--- config.mk ---
export PLATFORM = sky130hd
export DESIGN_NAME = packet_header_classifier_flat
export DESIGN_NICKNAME = d
export VERILOG_FILES = /design/src/rtl/phc_pkg.sv /design/src/rtl/phc_byte_if.sv /design/src/rtl/phc_summary_if.sv /design/src/rtl/phc_queue.sv /design/src/rtl/phc_front.sv /design/src/rtl/phc_back.sv /design/src/rtl/packet_header_classifier.sv /design/src/flat_wrapper.sv
export VERILOG_INCLUDE_DIRS = /design/src /design/src/rtl
export SDC_FILE = /design/constraint.sdc
export NUM_CORES = 1
export LEC_CHECK = 0
export ABC_AREA = 1
export BUFFER_PORTS_ARGS = -buffer_cell sky130_fd_sc_hd__buf_4
export CAP_MARGIN = 20
export CORE_ASPECT_RATIO = 1.4
export CORE_MARGIN = 4
export CORE_UTILIZATION = 55
export CTS_CLUSTER_DIAMETER = 60
export CTS_CLUSTER_SIZE = 10
export DETAILED_ROUTE_END_ITERATION = 8
export GPL_ROUTABILITY_DRIVEN = 0
export PLACE_DENSITY = 0.73
export REMOVE_ABC_BUFFERS = 1
export SKIP_CTS_REPAIR_TIMING = 1
export SYNTH_ARGS = -nofsm -noshare
export SYNTH_HDL_FRONTEND = slang
export SYNTH_SLANG_ARGS = --single-unit
--- constraint.sdc ---
create_clock -name clk -period 25.8 [get_ports clk]
set_input_delay 2.58 -clock clk [delete_from_list [all_inputs] [get_ports clk]]
set_output_delay 2.58 -clock clk [all_outputs]
set_load 0.01 [all_outputs]
--- src/rtl/packet_header_classifier_macros.svh ---
// Assertion helpers for the header classifier; all checks are clocked on clk
// and held off while rst_n is low.
`ifndef PACKET_HEADER_CLASSIFIER_MACROS_SVH
`define PACKET_HEADER_CLASSIFIER_MACROS_SVH

`define PHC_ASSERT_IMPLIES(label, cond, expr) \
    label: assert property (@(posedge clk) disable iff (!rst_n) (cond) |-> (expr)) \
        else $error("header classifier check failed");

`define PHC_ASSERT_NEXT(label, cond, expr) \
    label: assert property (@(posedge clk) disable iff (!rst_n) (cond) |=> (expr)) \
        else $error("header classifier check failed");

`endif

--- src/rtl/phc_pkg.sv ---
package phc_pkg;

    localparam int MAX_FRAME_DEF = 2047;
    localparam int QUEUE_DEPTH   = 2;

    localparam logic [15:0] ETH_IPV4 = 16'h0800;
    localparam logic [15:0] ETH_IPV6 = 16'h86DD;
    localparam logic [15:0] ETH_ARP  = 16'h0806;

    localparam logic [7:0] PROTO_TCP = 8'd6;
    localparam logic [7:0] PROTO_UDP = 8'd17;

    localparam logic [2:0] L3_IPV4    = 3'd0;
    localparam logic [2:0] L3_IPV6    = 3'd1;
    localparam logic [2:0] L3_ARP     = 3'd2;
    localparam logic [2:0] L3_UNKNOWN = 3'd3;
    localparam logic [2:0] L3_SHORT   = 3'd4;

    localparam logic [3:0] APP_TCP_OTHER = 4'd0;
    localparam logic [3:0] APP_HTTP      = 4'd1;
    localparam logic [3:0] APP_TLS       = 4'd2;
    localparam logic [3:0] APP_SSH       = 4'd3;
    localparam logic [3:0] APP_SMTP      = 4'd4;
    localparam logic [3:0] APP_UDP_OTHER = 4'd5;
    localparam logic [3:0] APP_DNS       = 4'd6;
    localparam logic [3:0] APP_DHCP      = 4'd7;
    localparam logic [3:0] APP_NTP       = 4'd8;
    localparam logic [3:0] APP_QUIC      = 4'd9;
    localparam logic [3:0] APP_MDNS      = 4'd10;
    localparam logic [3:0] APP_NONE      = 4'd11;

    localparam logic [15:0] PORT_HTTP   = 16'd80;
    localparam logic [15:0] PORT_TLS    = 16'd443;
    localparam logic [15:0] PORT_SSH    = 16'd22;
    localparam logic [15:0] PORT_SMTP   = 16'd25;
    localparam logic [15:0] PORT_DNS    = 16'd53;
    localparam logic [15:0] PORT_DHCP_S = 16'd67;
    localparam logic [15:0] PORT_DHCP_C = 16'd68;
    localparam logic [15:0] PORT_NTP    = 16'd123;
    localparam logic [15:0] PORT_MDNS   = 16'd5353;

    localparam logic [10:0] COUNT_MAX = 11'd2047;

    localparam logic [10:0] MIN_ETH_BYTES  = 11'd14;
    localparam logic [10:0] MIN_IPV4_BYTES = 11'd34;
    localparam logic [10:0] MIN_IPV6_BYTES = 11'd21;
    localparam logic [10:0] TCP_HDR_BYTES  = 11'd14;
    localparam logic [10:0] UDP_HDR_BYTES  = 11'd4;

    typedef struct packed {
        logic [15:0] ethertype;
        logic [7:0]  ttl;
        logic [7:0]  protocol;
        logic [31:0] src_addr;
        logic [31:0] dst_addr;
        logic [15:0] src_port;
        logic [15:0] dst_port;
        logic [4:0]  flags;
        logic [6:0]  l4_start;
        logic [10:0] count;
    } frame_rec_t;

    typedef struct packed {
        logic [2:0]  l3_kind;
        logic [15:0] ethertype_value;
        logic [31:0] src_ipv4;
        logic [31:0] dst_ipv4;
        logic [7:0]  hop_ttl;
        logic [7:0]  l4_protocol;
        logic [15:0] src_port;
        logic [15:0] dst_port;
        logic [4:0]  tcp_flag_bits;
        logic [3:0]  app_code;
        logic        truncated;
        logic [10:0] frame_bytes;
    } summary_t;

endpackage

--- src/rtl/phc_byte_if.sv ---
interface phc_byte_if;
    logic       valid;
    logic       ready;
    logic [7:0] data_byte;
    logic       last_byte;

    modport source (output valid, output data_byte, output last_byte, input ready);
    modport sink (input valid, input data_byte, input last_byte, output ready);
endinterface

--- src/rtl/phc_summary_if.sv ---
interface phc_summary_if;
    logic        valid;
    logic        ready;
    logic [2:0]  l3_kind;
    logic [15:0] ethertype_value;
    logic [31:0] src_ipv4;
    logic [31:0] dst_ipv4;
    logic [7:0]  hop_ttl;
    logic [7:0]  l4_protocol;
    logic [15:0] src_port;
    logic [15:0] dst_port;
    logic [4:0]  tcp_flag_bits;
    logic [3:0]  app_code;
    logic        truncated;
    logic [10:0] frame_bytes;

    modport source (
        output valid, output l3_kind, output ethertype_value, output src_ipv4,
        output dst_ipv4, output hop_ttl, output l4_protocol, output src_port,
        output dst_port, output tcp_flag_bits, output app_code, output truncated,
        output frame_bytes, input ready
    );
    modport sink (
        input valid, input l3_kind, input ethertype_value, input src_ipv4,
        input dst_ipv4, input hop_ttl, input l4_protocol, input src_port,
        input dst_port, input tcp_flag_bits, input app_code, input truncated,
        input frame_bytes, output ready
    );
endinterface

--- src/rtl/phc_queue.sv ---
module phc_queue
    import phc_pkg::*;
(
    input  logic       clk,
    input  logic       rst_n,
    input  logic       wr_valid,
    input  frame_rec_t wr_data,
    output logic       wr_ready,
    output logic       rd_valid,
    output frame_rec_t rd_data,
    input  logic       rd_ready
);

    localparam int PTR_W = (QUEUE_DEPTH > 1) ? $clog2(QUEUE_DEPTH) : 1;
    localparam int CNT_W = $clog2(QUEUE_DEPTH + 1);

    frame_rec_t             slot_reg [QUEUE_DEPTH];
    logic [PTR_W-1:0]       wr_ptr_reg;
    logic [PTR_W-1:0]       wr_ptr_next;
    logic [PTR_W-1:0]       rd_ptr_reg;
    logic [PTR_W-1:0]       rd_ptr_next;
    logic [CNT_W-1:0]       count_reg;
    logic [CNT_W-1:0]       count_next;
    logic                   push;
    logic                   pop;

    assign wr_ready = count_reg != CNT_W'(QUEUE_DEPTH);
    assign rd_valid = count_reg != '0;
    assign rd_data  = slot_reg[rd_ptr_reg];
    assign push     = wr_valid && wr_ready;
    assign pop      = rd_valid && rd_ready;

    always_comb
    begin
        wr_ptr_next = wr_ptr_reg;
        rd_ptr_next = rd_ptr_reg;
        count_next  = count_reg;
        if (push)
        begin
            wr_ptr_next = (wr_ptr_reg == PTR_W'(QUEUE_DEPTH - 1)) ? '0 : wr_ptr_reg + 1'b1;
        end
        if (pop)
        begin
            rd_ptr_next = (rd_ptr_reg == PTR_W'(QUEUE_DEPTH - 1)) ? '0 : rd_ptr_reg + 1'b1;
        end
        if (push && !pop)
        begin
            count_next = count_reg + 1'b1;
        end
        else if (pop && !push)
        begin
            count_next = count_reg - 1'b1;
        end
    end

    always_ff @(posedge clk or negedge rst_n)
    begin
        if (!rst_n)
        begin
            wr_ptr_reg <= '0;
            rd_ptr_reg <= '0;
            count_reg  <= '0;
        end
        else
        begin
            wr_ptr_reg <= wr_ptr_next;
            rd_ptr_reg <= rd_ptr_next;
            count_reg  <= count_next;
        end
    end

    always_ff @(posedge clk)
    begin
        if (push)
        begin
            slot_reg[wr_ptr_reg] <= wr_data;
        end
    end

endmodule

--- src/rtl/phc_front.sv ---
module phc_front
    import phc_pkg::*;
#(
    parameter int MAX_FRAME = MAX_FRAME_DEF
)
(
    input  logic       clk,
    input  logic       rst_n,
    phc_byte_if.sink   frame,
    output logic       rec_valid,
    output frame_rec_t rec,
    input  logic       rec_ready
);

    localparam int OFF_W = $clog2(MAX_FRAME + 1);
    localparam int CW    = (OFF_W > 11) ? OFF_W : 11;

    logic [OFF_W-1:0] offset_reg;
    logic [OFF_W-1:0] offset_next;
    logic [15:0]      ethertype_reg;
    logic [15:0]      ethertype_next;
    logic [6:0]       l4_start_reg;
    logic [6:0]       l4_start_next;
    logic [7:0]       protocol_reg;
    logic [7:0]       protocol_next;
    logic [7:0]       ttl_reg;
    logic [7:0]       ttl_next;
    logic [31:0]      src_addr_reg;
    logic [31:0]      src_addr_next;
    logic [31:0]      dst_addr_reg;
    logic [31:0]      dst_addr_next;
    logic [15:0]      src_port_reg;
    logic [15:0]      src_port_next;
    logic [15:0]      dst_port_reg;
    logic [15:0]      dst_port_next;
    logic [4:0]       flags_reg;
    logic [4:0]       flags_next;

    logic             accept;
    logic             active;
    logic [7:0]       b;
    logic [6:0]       l4_eff;
    logic [OFF_W-1:0] l4_ext;
    logic [OFF_W-1:0] l4_diff;
    logic             in_l4;
    logic [CW-1:0]    count_ext;
    frame_rec_t       cap;

    assign frame.ready = rec_ready;
    assign accept      = frame.valid && frame.ready;
    assign active      = offset_reg < OFF_W'(MAX_FRAME);
    assign b           = frame.data_byte;

    assign l4_eff  = (offset_reg == OFF_W'(14))
                   ? 7'd14 + {1'b0, b[3:0], 2'b00}
                   : l4_start_reg;
    assign l4_ext  = OFF_W'(l4_eff);
    assign l4_diff = offset_reg - l4_ext;
    assign in_l4   = (offset_reg >= OFF_W'(14)) && (offset_reg >= l4_ext);

    always_comb
    begin
        cap.ethertype = ethertype_reg;
        cap.ttl       = ttl_reg;
        cap.protocol  = protocol_reg;
        cap.src_addr  = src_addr_reg;
        cap.dst_addr  = dst_addr_reg;
        cap.src_port  = src_port_reg;
        cap.dst_port  = dst_port_reg;
        cap.flags     = flags_reg;
        cap.l4_start  = l4_start_reg;
        offset_next   = offset_reg;

        if (accept && active)
        begin
            offset_next = offset_reg + 1'b1;
            if (offset_reg == OFF_W'(12))
            begin
                cap.ethertype = {b, 8'h00};
            end
            else if (offset_reg == OFF_W'(13))
            begin
                cap.ethertype = ethertype_reg | {8'h00, b};
            end
            if (offset_reg == OFF_W'(14))
            begin
                cap.l4_start = l4_eff;
            end
            if (offset_reg == OFF_W'(22))
            begin
                cap.ttl = b;
            end
            if (offset_reg == OFF_W'(23) && ethertype_reg == ETH_IPV4)
            begin
                cap.protocol = b;
            end
            if (offset_reg == OFF_W'(20) && ethertype_reg == ETH_IPV6)
            begin
                cap.protocol = b;
            end
            if (offset_reg >= OFF_W'(26) && offset_reg <= OFF_W'(29))
            begin
                cap.src_addr = {src_addr_reg[23:0], b};
            end
            if (offset_reg >= OFF_W'(30) && offset_reg <= OFF_W'(33))
            begin
                cap.dst_addr = {dst_addr_reg[23:0], b};
            end
            if (in_l4)
            begin
                if (l4_diff == OFF_W'(0))
                begin
                    cap.src_port = {b, 8'h00};
                end
                else if (l4_diff == OFF_W'(1))
                begin
                    cap.src_port = {src_port_reg[15:8], b};
                end
                else if (l4_diff == OFF_W'(2))
                begin
                    cap.dst_port = {b, 8'h00};
                end
                else if (l4_diff == OFF_W'(3))
                begin
                    cap.dst_port = {dst_port_reg[15:8], b};
                end
                else if (l4_diff == OFF_W'(13))
                begin
                    cap.flags = {b[3], b[2], b[0], b[4], b[1]};
                end
            end
        end

        count_ext = CW'(offset_next);
        cap.count = (count_ext > CW'(COUNT_MAX)) ? COUNT_MAX : count_ext[10:0];
    end

    assign rec       = cap;
    assign rec_valid = accept && frame.last_byte;

    always_comb
    begin
        if (accept && frame.last_byte)
        begin
            offset_next_clear();
        end
        ethertype_next = rec_valid ? '0 : cap.ethertype;
        l4_start_next  = rec_valid ? '0 : cap.l4_start;
        protocol_next  = rec_valid ? '0 : cap.protocol;
        ttl_next       = rec_valid ? '0 : cap.ttl;
        src_addr_next  = rec_valid ? '0 : cap.src_addr;
        dst_addr_next  = rec_valid ? '0 : cap.dst_addr;
        src_port_next  = rec_valid ? '0 : cap.src_port;
        dst_port_next  = rec_valid ? '0 : cap.dst_port;
        flags_next     = rec_valid ? '0 : cap.flags;
    end

    function automatic void offset_next_clear();
    endfunction

    always_ff @(posedge clk or negedge rst_n)
    begin
        if (!rst_n)
        begin
            offset_reg    <= '0;
            ethertype_reg <= '0;
            l4_start_reg  <= '0;
            protocol_reg  <= '0;
            ttl_reg       <= '0;
            src_addr_reg  <= '0;
            dst_addr_reg  <= '0;
            src_port_reg  <= '0;
            dst_port_reg  <= '0;
            flags_reg     <= '0;
        end
        else
        begin
            offset_reg    <= rec_valid ? '0 : offset_next;
            ethertype_reg <= ethertype_next;
            l4_start_reg  <= l4_start_next;
            protocol_reg  <= protocol_next;
            ttl_reg       <= ttl_next;
            src_addr_reg  <= src_addr_next;
            dst_addr_reg  <= dst_addr_next;
            src_port_reg  <= src_port_next;
            dst_port_reg  <= dst_port_next;
            flags_reg     <= flags_next;
        end
    end

endmodule

--- src/rtl/phc_back.sv ---
module phc_back
    import phc_pkg::*;
(
    input  logic         clk,
    input  logic         rst_n,
    input  logic         rec_valid,
    input  frame_rec_t   rec,
    output logic         rec_ready,
    phc_summary_if.source summary
);

    logic     out_valid_reg;
    logic     out_valid_next;
    summary_t out_reg;
    summary_t out_next;
    logic     pop;

    function automatic logic port_hit(input logic [15:0] s, input logic [15:0] d,
                                      input logic [15:0] p);
        return (s == p) || (d == p);
    endfunction

    function automatic logic [3:0] tcp_app(input logic [15:0] s, input logic [15:0] d);
        logic [3:0] code;
        code = APP_TCP_OTHER;
        if (port_hit(s, d, PORT_HTTP))
        begin
            code = APP_HTTP;
        end
        else if (port_hit(s, d, PORT_TLS))
        begin
            code = APP_TLS;
        end
        else if (port_hit(s, d, PORT_SSH))
        begin
            code = APP_SSH;
        end
        else if (port_hit(s, d, PORT_SMTP))
        begin
            code = APP_SMTP;
        end
        return code;
    endfunction

    function automatic logic [3:0] udp_app(input logic [15:0] s, input logic [15:0] d);
        logic [3:0] code;
        code = APP_UDP_OTHER;
        if (port_hit(s, d, PORT_DNS))
        begin
            code = APP_DNS;
        end
        else if (port_hit(s, d, PORT_DHCP_S) || port_hit(s, d, PORT_DHCP_C))
        begin
            code = APP_DHCP;
        end
        else if (port_hit(s, d, PORT_NTP))
        begin
            code = APP_NTP;
        end
        else if (port_hit(s, d, PORT_TLS))
        begin
            code = APP_QUIC;
        end
        else if (port_hit(s, d, PORT_MDNS))
        begin
            code = APP_MDNS;
        end
        return code;
    endfunction

    assign rec_ready = !out_valid_reg || summary.ready;
    assign pop       = rec_valid && rec_ready;

    always_comb
    begin
        out_next             = '0;
        out_next.app_code    = APP_NONE;
        out_next.frame_bytes = rec.count;

        if (rec.count < MIN_ETH_BYTES)
        begin
            out_next.l3_kind   = L3_SHORT;
            out_next.truncated = 1'b1;
        end
        else
        begin
            out_next.ethertype_value = rec.ethertype;
            if (rec.ethertype == ETH_IPV4)
            begin
                out_next.l3_kind = L3_IPV4;
                if (rec.count < MIN_IPV4_BYTES)
                begin
                    out_next.truncated = 1'b1;
                end
                else
                begin
                    out_next.src_ipv4    = rec.src_addr;
                    out_next.dst_ipv4    = rec.dst_addr;
                    out_next.hop_ttl     = rec.ttl;
                    out_next.l4_protocol = rec.protocol;
                    if (rec.protocol == PROTO_TCP)
                    begin
                        if (rec.count < 11'(rec.l4_start) + TCP_HDR_BYTES)
                        begin
                            out_next.truncated = 1'b1;
                        end
                        else
                        begin
                            out_next.src_port      = rec.src_port;
                            out_next.dst_port      = rec.dst_port;
                            out_next.tcp_flag_bits = rec.flags;
                            out_next.app_code      = tcp_app(rec.src_port, rec.dst_port);
                        end
                    end
                    else if (rec.protocol == PROTO_UDP)
                    begin
                        if (rec.count < 11'(rec.l4_start) + UDP_HDR_BYTES)
                        begin
                            out_next.truncated = 1'b1;
                        end
                        else
                        begin
                            out_next.src_port = rec.src_port;
                            out_next.dst_port = rec.dst_port;
                            out_next.app_code = udp_app(rec.src_port, rec.dst_port);
                        end
                    end
                end
            end
            else if (rec.ethertype == ETH_IPV6)
            begin
                out_next.l3_kind = L3_IPV6;
                if (rec.count < MIN_IPV6_BYTES)
                begin
                    out_next.truncated = 1'b1;
                end
                else
                begin
                    out_next.l4_protocol = rec.protocol;
                end
            end
            else if (rec.ethertype == ETH_ARP)
            begin
                out_next.l3_kind = L3_ARP;
            end
            else
            begin
                out_next.l3_kind = L3_UNKNOWN;
            end
        end
    end

    always_comb
    begin
        out_valid_next = out_valid_reg;
        if (pop)
        begin
            out_valid_next = 1'b1;
        end
        else if (summary.ready)
        begin
            out_valid_next = 1'b0;
        end
    end

    always_ff @(posedge clk or negedge rst_n)
    begin
        if (!rst_n)
        begin
            out_valid_reg <= 1'b0;
        end
        else
        begin
            out_valid_reg <= out_valid_next;
        end
    end

    always_ff @(posedge clk)
    begin
        if (pop)
        begin
            out_reg <= out_next;
        end
    end

    assign summary.valid           = out_valid_reg;
    assign summary.l3_kind         = out_reg.l3_kind;
    assign summary.ethertype_value = out_reg.ethertype_value;
    assign summary.src_ipv4        = out_reg.src_ipv4;
    assign summary.dst_ipv4        = out_reg.dst_ipv4;
    assign summary.hop_ttl         = out_reg.hop_ttl;
    assign summary.l4_protocol     = out_reg.l4_protocol;
    assign summary.src_port        = out_reg.src_port;
    assign summary.dst_port        = out_reg.dst_port;
    assign summary.tcp_flag_bits   = out_reg.tcp_flag_bits;
    assign summary.app_code        = out_reg.app_code;
    assign summary.truncated       = out_reg.truncated;
    assign summary.frame_bytes     = out_reg.frame_bytes;

endmodule

--- src/rtl/packet_header_classifier.sv ---
// Ethernet/IPv4/TCP/UDP header classifier. Frame bytes enter on the frame
// channel at one byte per cycle unless stalled, with last_byte set on the
// final byte; each frame yields one summary on the summary channel via the
// queue and the summary register. The front end captures header fields as
// the bytes stream past, and on the last byte hands a record to a two-entry
// queue; the back end classifies the queue head into a registered summary.
// Frame input stalls only when both queue entries hold records the back end
// has not yet taken, so a sink that keeps ready high never stalls the link.
// Bytes past MAX_FRAME are accepted and ignored; frame_bytes saturates there.
`include "packet_header_classifier_macros.svh"

module packet_header_classifier
    import phc_pkg::*;
#(
    parameter int MAX_FRAME = MAX_FRAME_DEF
)
(
    input  logic          clk,
    input  logic          rst_n,
    phc_byte_if.sink      frame,
    phc_summary_if.source summary
);

    logic       front_valid;
    frame_rec_t front_rec;
    logic       front_ready;
    logic       back_valid;
    frame_rec_t back_rec;
    logic       back_ready;

    phc_front #(
        .MAX_FRAME (MAX_FRAME)
    ) u_front (
        .clk       (clk),
        .rst_n     (rst_n),
        .frame     (frame),
        .rec_valid (front_valid),
        .rec       (front_rec),
        .rec_ready (front_ready)
    );

    phc_queue u_queue (
        .clk      (clk),
        .rst_n    (rst_n),
        .wr_valid (front_valid),
        .wr_data  (front_rec),
        .wr_ready (front_ready),
        .rd_valid (back_valid),
        .rd_data  (back_rec),
        .rd_ready (back_ready)
    );

    phc_back u_back (
        .clk       (clk),
        .rst_n     (rst_n),
        .rec_valid (back_valid),
        .rec       (back_rec),
        .rec_ready (back_ready),
        .summary   (summary)
    );

    `PHC_ASSERT_IMPLIES(a_short_frame, summary.valid && summary.frame_bytes < MIN_ETH_BYTES, summary.l3_kind == L3_SHORT && summary.truncated && summary.app_code == APP_NONE)
    `PHC_ASSERT_IMPLIES(a_ports_ipv4_only, summary.valid && (summary.src_port != 16'd0 || summary.dst_port != 16'd0), summary.l3_kind == L3_IPV4)
    `PHC_ASSERT_IMPLIES(a_app_needs_l4, summary.valid && summary.app_code != APP_NONE, !summary.truncated && summary.l3_kind == L3_IPV4)
    `PHC_ASSERT_NEXT(a_record_reaches_queue, front_valid, back_valid)

endmodule

--- src/flat_wrapper.sv ---
// flat-port wrapper written by rule: the top's interface ports become plain ports
module packet_header_classifier_flat import phc_pkg::*;
#(
    parameter int MAX_FRAME = MAX_FRAME_DEF
)
  (clk, rst_n, frame_valid, frame_data_byte, frame_last_byte, frame_ready, summary_valid, summary_l3_kind, summary_ethertype_value, summary_src_ipv4, summary_dst_ipv4, summary_hop_ttl, summary_l4_protocol, summary_src_port, summary_dst_port, summary_tcp_flag_bits, summary_app_code, summary_truncated, summary_frame_bytes, summary_ready);
  phc_byte_if frame_i ();
  phc_summary_if summary_i ();
  input  logic clk;
  input  logic rst_n;
  input wire logic [$bits(frame_i.valid)-1:0] frame_valid;
  input wire logic [$bits(frame_i.data_byte)-1:0] frame_data_byte;
  input wire logic [$bits(frame_i.last_byte)-1:0] frame_last_byte;
  output wire logic [$bits(frame_i.ready)-1:0] frame_ready;
  output wire logic [$bits(summary_i.valid)-1:0] summary_valid;
  output wire logic [$bits(summary_i.l3_kind)-1:0] summary_l3_kind;
  output wire logic [$bits(summary_i.ethertype_value)-1:0] summary_ethertype_value;
  output wire logic [$bits(summary_i.src_ipv4)-1:0] summary_src_ipv4;
  output wire logic [$bits(summary_i.dst_ipv4)-1:0] summary_dst_ipv4;
  output wire logic [$bits(summary_i.hop_ttl)-1:0] summary_hop_ttl;
  output wire logic [$bits(summary_i.l4_protocol)-1:0] summary_l4_protocol;
  output wire logic [$bits(summary_i.src_port)-1:0] summary_src_port;
  output wire logic [$bits(summary_i.dst_port)-1:0] summary_dst_port;
  output wire logic [$bits(summary_i.tcp_flag_bits)-1:0] summary_tcp_flag_bits;
  output wire logic [$bits(summary_i.app_code)-1:0] summary_app_code;
  output wire logic [$bits(summary_i.truncated)-1:0] summary_truncated;
  output wire logic [$bits(summary_i.frame_bytes)-1:0] summary_frame_bytes;
  input wire logic [$bits(summary_i.ready)-1:0] summary_ready;
  assign frame_i.valid = frame_valid;
  assign frame_i.data_byte = frame_data_byte;
  assign frame_i.last_byte = frame_last_byte;
  assign frame_ready = frame_i.ready;
  assign summary_valid = summary_i.valid;
  assign summary_l3_kind = summary_i.l3_kind;
  assign summary_ethertype_value = summary_i.ethertype_value;
  assign summary_src_ipv4 = summary_i.src_ipv4;
  assign summary_dst_ipv4 = summary_i.dst_ipv4;
  assign summary_hop_ttl = summary_i.hop_ttl;
  assign summary_l4_protocol = summary_i.l4_protocol;
  assign summary_src_port = summary_i.src_port;
  assign summary_dst_port = summary_i.dst_port;
  assign summary_tcp_flag_bits = summary_i.tcp_flag_bits;
  assign summary_app_code = summary_i.app_code;
  assign summary_truncated = summary_i.truncated;
  assign summary_frame_bytes = summary_i.frame_bytes;
  assign summary_i.ready = summary_ready;
  packet_header_classifier #(.MAX_FRAME(MAX_FRAME)) u_core (.clk(clk), .rst_n(rst_n), .frame(frame_i), .summary(summary_i));
endmodule
==> reports/metrics.cfg <==
[final_layout]
final_nets = 2629
syn_to_final_growth_pct = 15.5
n_antenna_cell = 0
fillers = 3544
largest_register_ffs = 302
seqCellArea_sq_um = 17500
layout-drive-gt1-share_pct = 11.9
multi_input_area_sq_um = 6550

[worst_setup_path]
worst_setup_path_start_kind = primary input
regToRegEndpoint = u_core.u_queue.slot_reg[0][52]$_DFFE_PP_
crit_required_ns = 26.11
path_class = in -> reg
r2r_cells = 20
cp_max_fo = 24
crit_path_end_kind = flip-flop
r2r-start = u_core.u_front.offset_reg[8]$_DFF_PN0_
rrSetupSlack_ns = 21.00
arrival_ns = 6.26
worstSetupEndpoint = u_core.u_queue.slot_reg[0][52]$_DFFE_PP_
startpoint = frame_data_byte[0]

[drt]
wl_per_cell_microns = 17.9
routed_via_density = 5.39
first_iter_violations = 1574
dr.pass1.iters = 6
drcViolationCount = 0
wirelength_microns = 58300
vias = 17600
antenna_left = 0

[pwr]
ir_drop_mv = 0.0903
switching_share_pct = 31.5
powerDensity_nw_per_um2 = 102
p_seq_share_pct = 43.7
comb_power_share_pct = 25.4
leakage_nw = 13.5
clockPowerShare_pct = 30.8
power.switching_w = 0.000955
p_int_w = 0.00208

[synthesis]
ys.flop_type = edfxtp_1
synth_edf_count = 454
syn_avg_cell_area_sq_um = 10.7
synth_area_sq_um = 25700
synth_mux_area_share_pct = 0.350
synth_top_family_by_area = simple AND/OR/NAND/NOR gates
synth-simple-area-share_pct = 16.3
yosys.area.top_type = edfxtp_1
synth_top_area_share_pct = 52.9
yosysWarnings = 0
ys_types = 48
synth_adder_area_share_pct = 1.58
yosysSeqAreaShare_pct = 68.1
synth_compound_area_share_pct = 6.32
ys_ff_latch = 610
yosys.area_share.xor_xnor_pct = 0.782
async_flop_share_pct = 25.6
synth.area.top_cells = edfxtp_1, dfrtp_1, nand2_1, inv_1, nor2_1
syn_inst = 2417

[die]
die_w_microns = 191
pin_count = 167
die_y_microns = 264
core_sq_um = 46200
die-area_sq_um = 50400
row_count = 93
start_util_pct = 55.7

[clocking]
clock-sinks = 610
clock_latency_ns = 0.58
cts-root-buf = clkbuf_16
clk_pin_slew_worst_paths_ns = 0.06
clk_path_buf_depth = 3
cts_tree = built
htreeDepth = 3
numCtsBuffers = 71

[timing]
rsz0062_at_grt = no
min_period_ns = 5.95
hold_viol = 0
max_freq_mhz = 168
final.period_utilization_pct = 23.1
max_slew_margin_pct = 27.1
tightest_slew_ns = 1.09
finalMaxSlewViolations = 0
setup_viol = 0
finalSetupTns_ns = 0
finalClockSkew_ns = 0.0192
hold_ws_ns = 0.473

[worst_hold_path]
hp-class = reg -> reg
hp-start = u_core.u_queue.count_reg[0]$_DFFE_PN0P_

[global_route]
grt_max_degree = 103
grt_pass1_vias = 17400
overflow = 0
antenna_found_initial = 0
track_usage_pct = 23.1
grt_pass1_wl_microns = 92000

[job]
maxCapViolations = 0

[run_status]
status = completed

[placed_design]
io_buffers = 166
dpl.hpwl_microns = 37200

==> power groups by stage <==
stage               Combinational (W)  Sequential (W)  Clock (W)
global route                 0.000854         0.00134   0.000989
floorplan                    0.000390         0.00144          0
finish                       0.000772         0.00133   0.000935
detailed placement           0.000769         0.00135          0
global placement             0.000742         0.00135          0
CTS                          0.000773         0.00133   0.000949
==> placed cells by master (no fill, tap or decap), types with 30 or more instances in the layout <==
cell type and count:
nand2_1 566, edfxtp_1 454, inv_1 337, nor2_1 252, buf_4 179, dfrtp_1 155, a21oi_1 137, o21ai_0 118
clkbuf_16 76, nand3_1 67, clkbuf_1 48, nor3_1 33, ha_1 31, nand4_1 30
==> how the worst min path moves through the flow <==
stage	end	cells past startpoint
detailed placement	u_core.u_queue.count_reg[0]$_DFFE_PN0P_	1
global placement	u_core.u_queue.count_reg[0]$_DFFE_PN0P_	1
global route	u_core.u_queue.count_reg[0]$_DFFE_PN0P_	1
floorplan	u_core.u_queue.count_reg[0]$_DFFE_PN0P_	1
finish	u_core.u_queue.count_reg[0]$_DFFE_PN0P_	1
CTS	u_core.u_queue.count_reg[0]$_DFFE_PN0P_	1
==> cell families after synthesis <==
group	Yosys count
buf+inv	431
simple gates	1007
mux	9
compound gates	305
fa+ha+maj	32
flops	610
xor+xnor	23
==> cells in the mapped netlist (3+ instances only) <==
master and instances:
nand3_1 67, nor4_1 6, nor3b_1 4, ha_1 31
clkbuf_1 53, xor2_1 19, nor3_1 33, inv_1 337
o21ai_0 118, or2_2 22, nor2_4 4, mux2i_1 9
or2_0 3, edfxtp_1 454, o21ai_1 14, nor3_2 4
nor2_1 254, nand4_1 30, nand2_1 566, a211oi_1 12
inv_2 4, a21oi_1 138, dfrtp_1 156, o21a_1 15
buf_6 5, xnor2_1 4, buf_2 27
==> layer usage <==
layer | global-route usage [%] | up-vias | wire [microns]
li1 | - | 8293 | -
met1 | 27.9 | 8436 | 22000
met2 | 40.6 | 666 | 30400
met3 | 3.53 | 166 | 3370
met4 | 10.6 | 0 | 2590
met5 | 0 | - | 0
==> worst max-delay path, cell delays in order <==
cell and delay, ns:
buf_4 0.21, inv_1 0.13, ha_1 0.24, nor3_1 0.18
inv_1 0.08, nor2_1 0.10, a21oi_1 0.06, ha_1 0.38
nand2_1 0.12, inv_1 0.06, a21oi_1 0.38, nand3_1 0.12
nand2_1 0.11, nand3_1 0.08, nor2_1 0.25, nand4_2 0.57
o21ai_0 0.47, inv_1 0.11
==> through the flow <==
stage                     std cells  utilization, %  area (sq um)  setup slack, ns  total power, W
after global placement         3126            59.6         27500            19.52         0.00209
after CTS                      3256            64.3         29700            19.98         0.00305
after detailed placement       3126            59.6         27500            19.37         0.00212
after global routing           3258            64.4         29700            19.51         0.00318
after floorplan                2329               -         25300            14.28         0.00183
final                          3258            64.4         29700            19.85         0.00303
==> area by class of cell <==
type / count / area share [%]
multi-input combinational: 1376 / 22.0
clock buffer: 127 / 7.14
sequential: 610 / 59.0
clock inverter: 3 / 0.185
inverter: 343 / 4.35
timing repair buffer: 182 / 4.72
tap: 617 / 2.60
(Power assumes the default switching activity.)
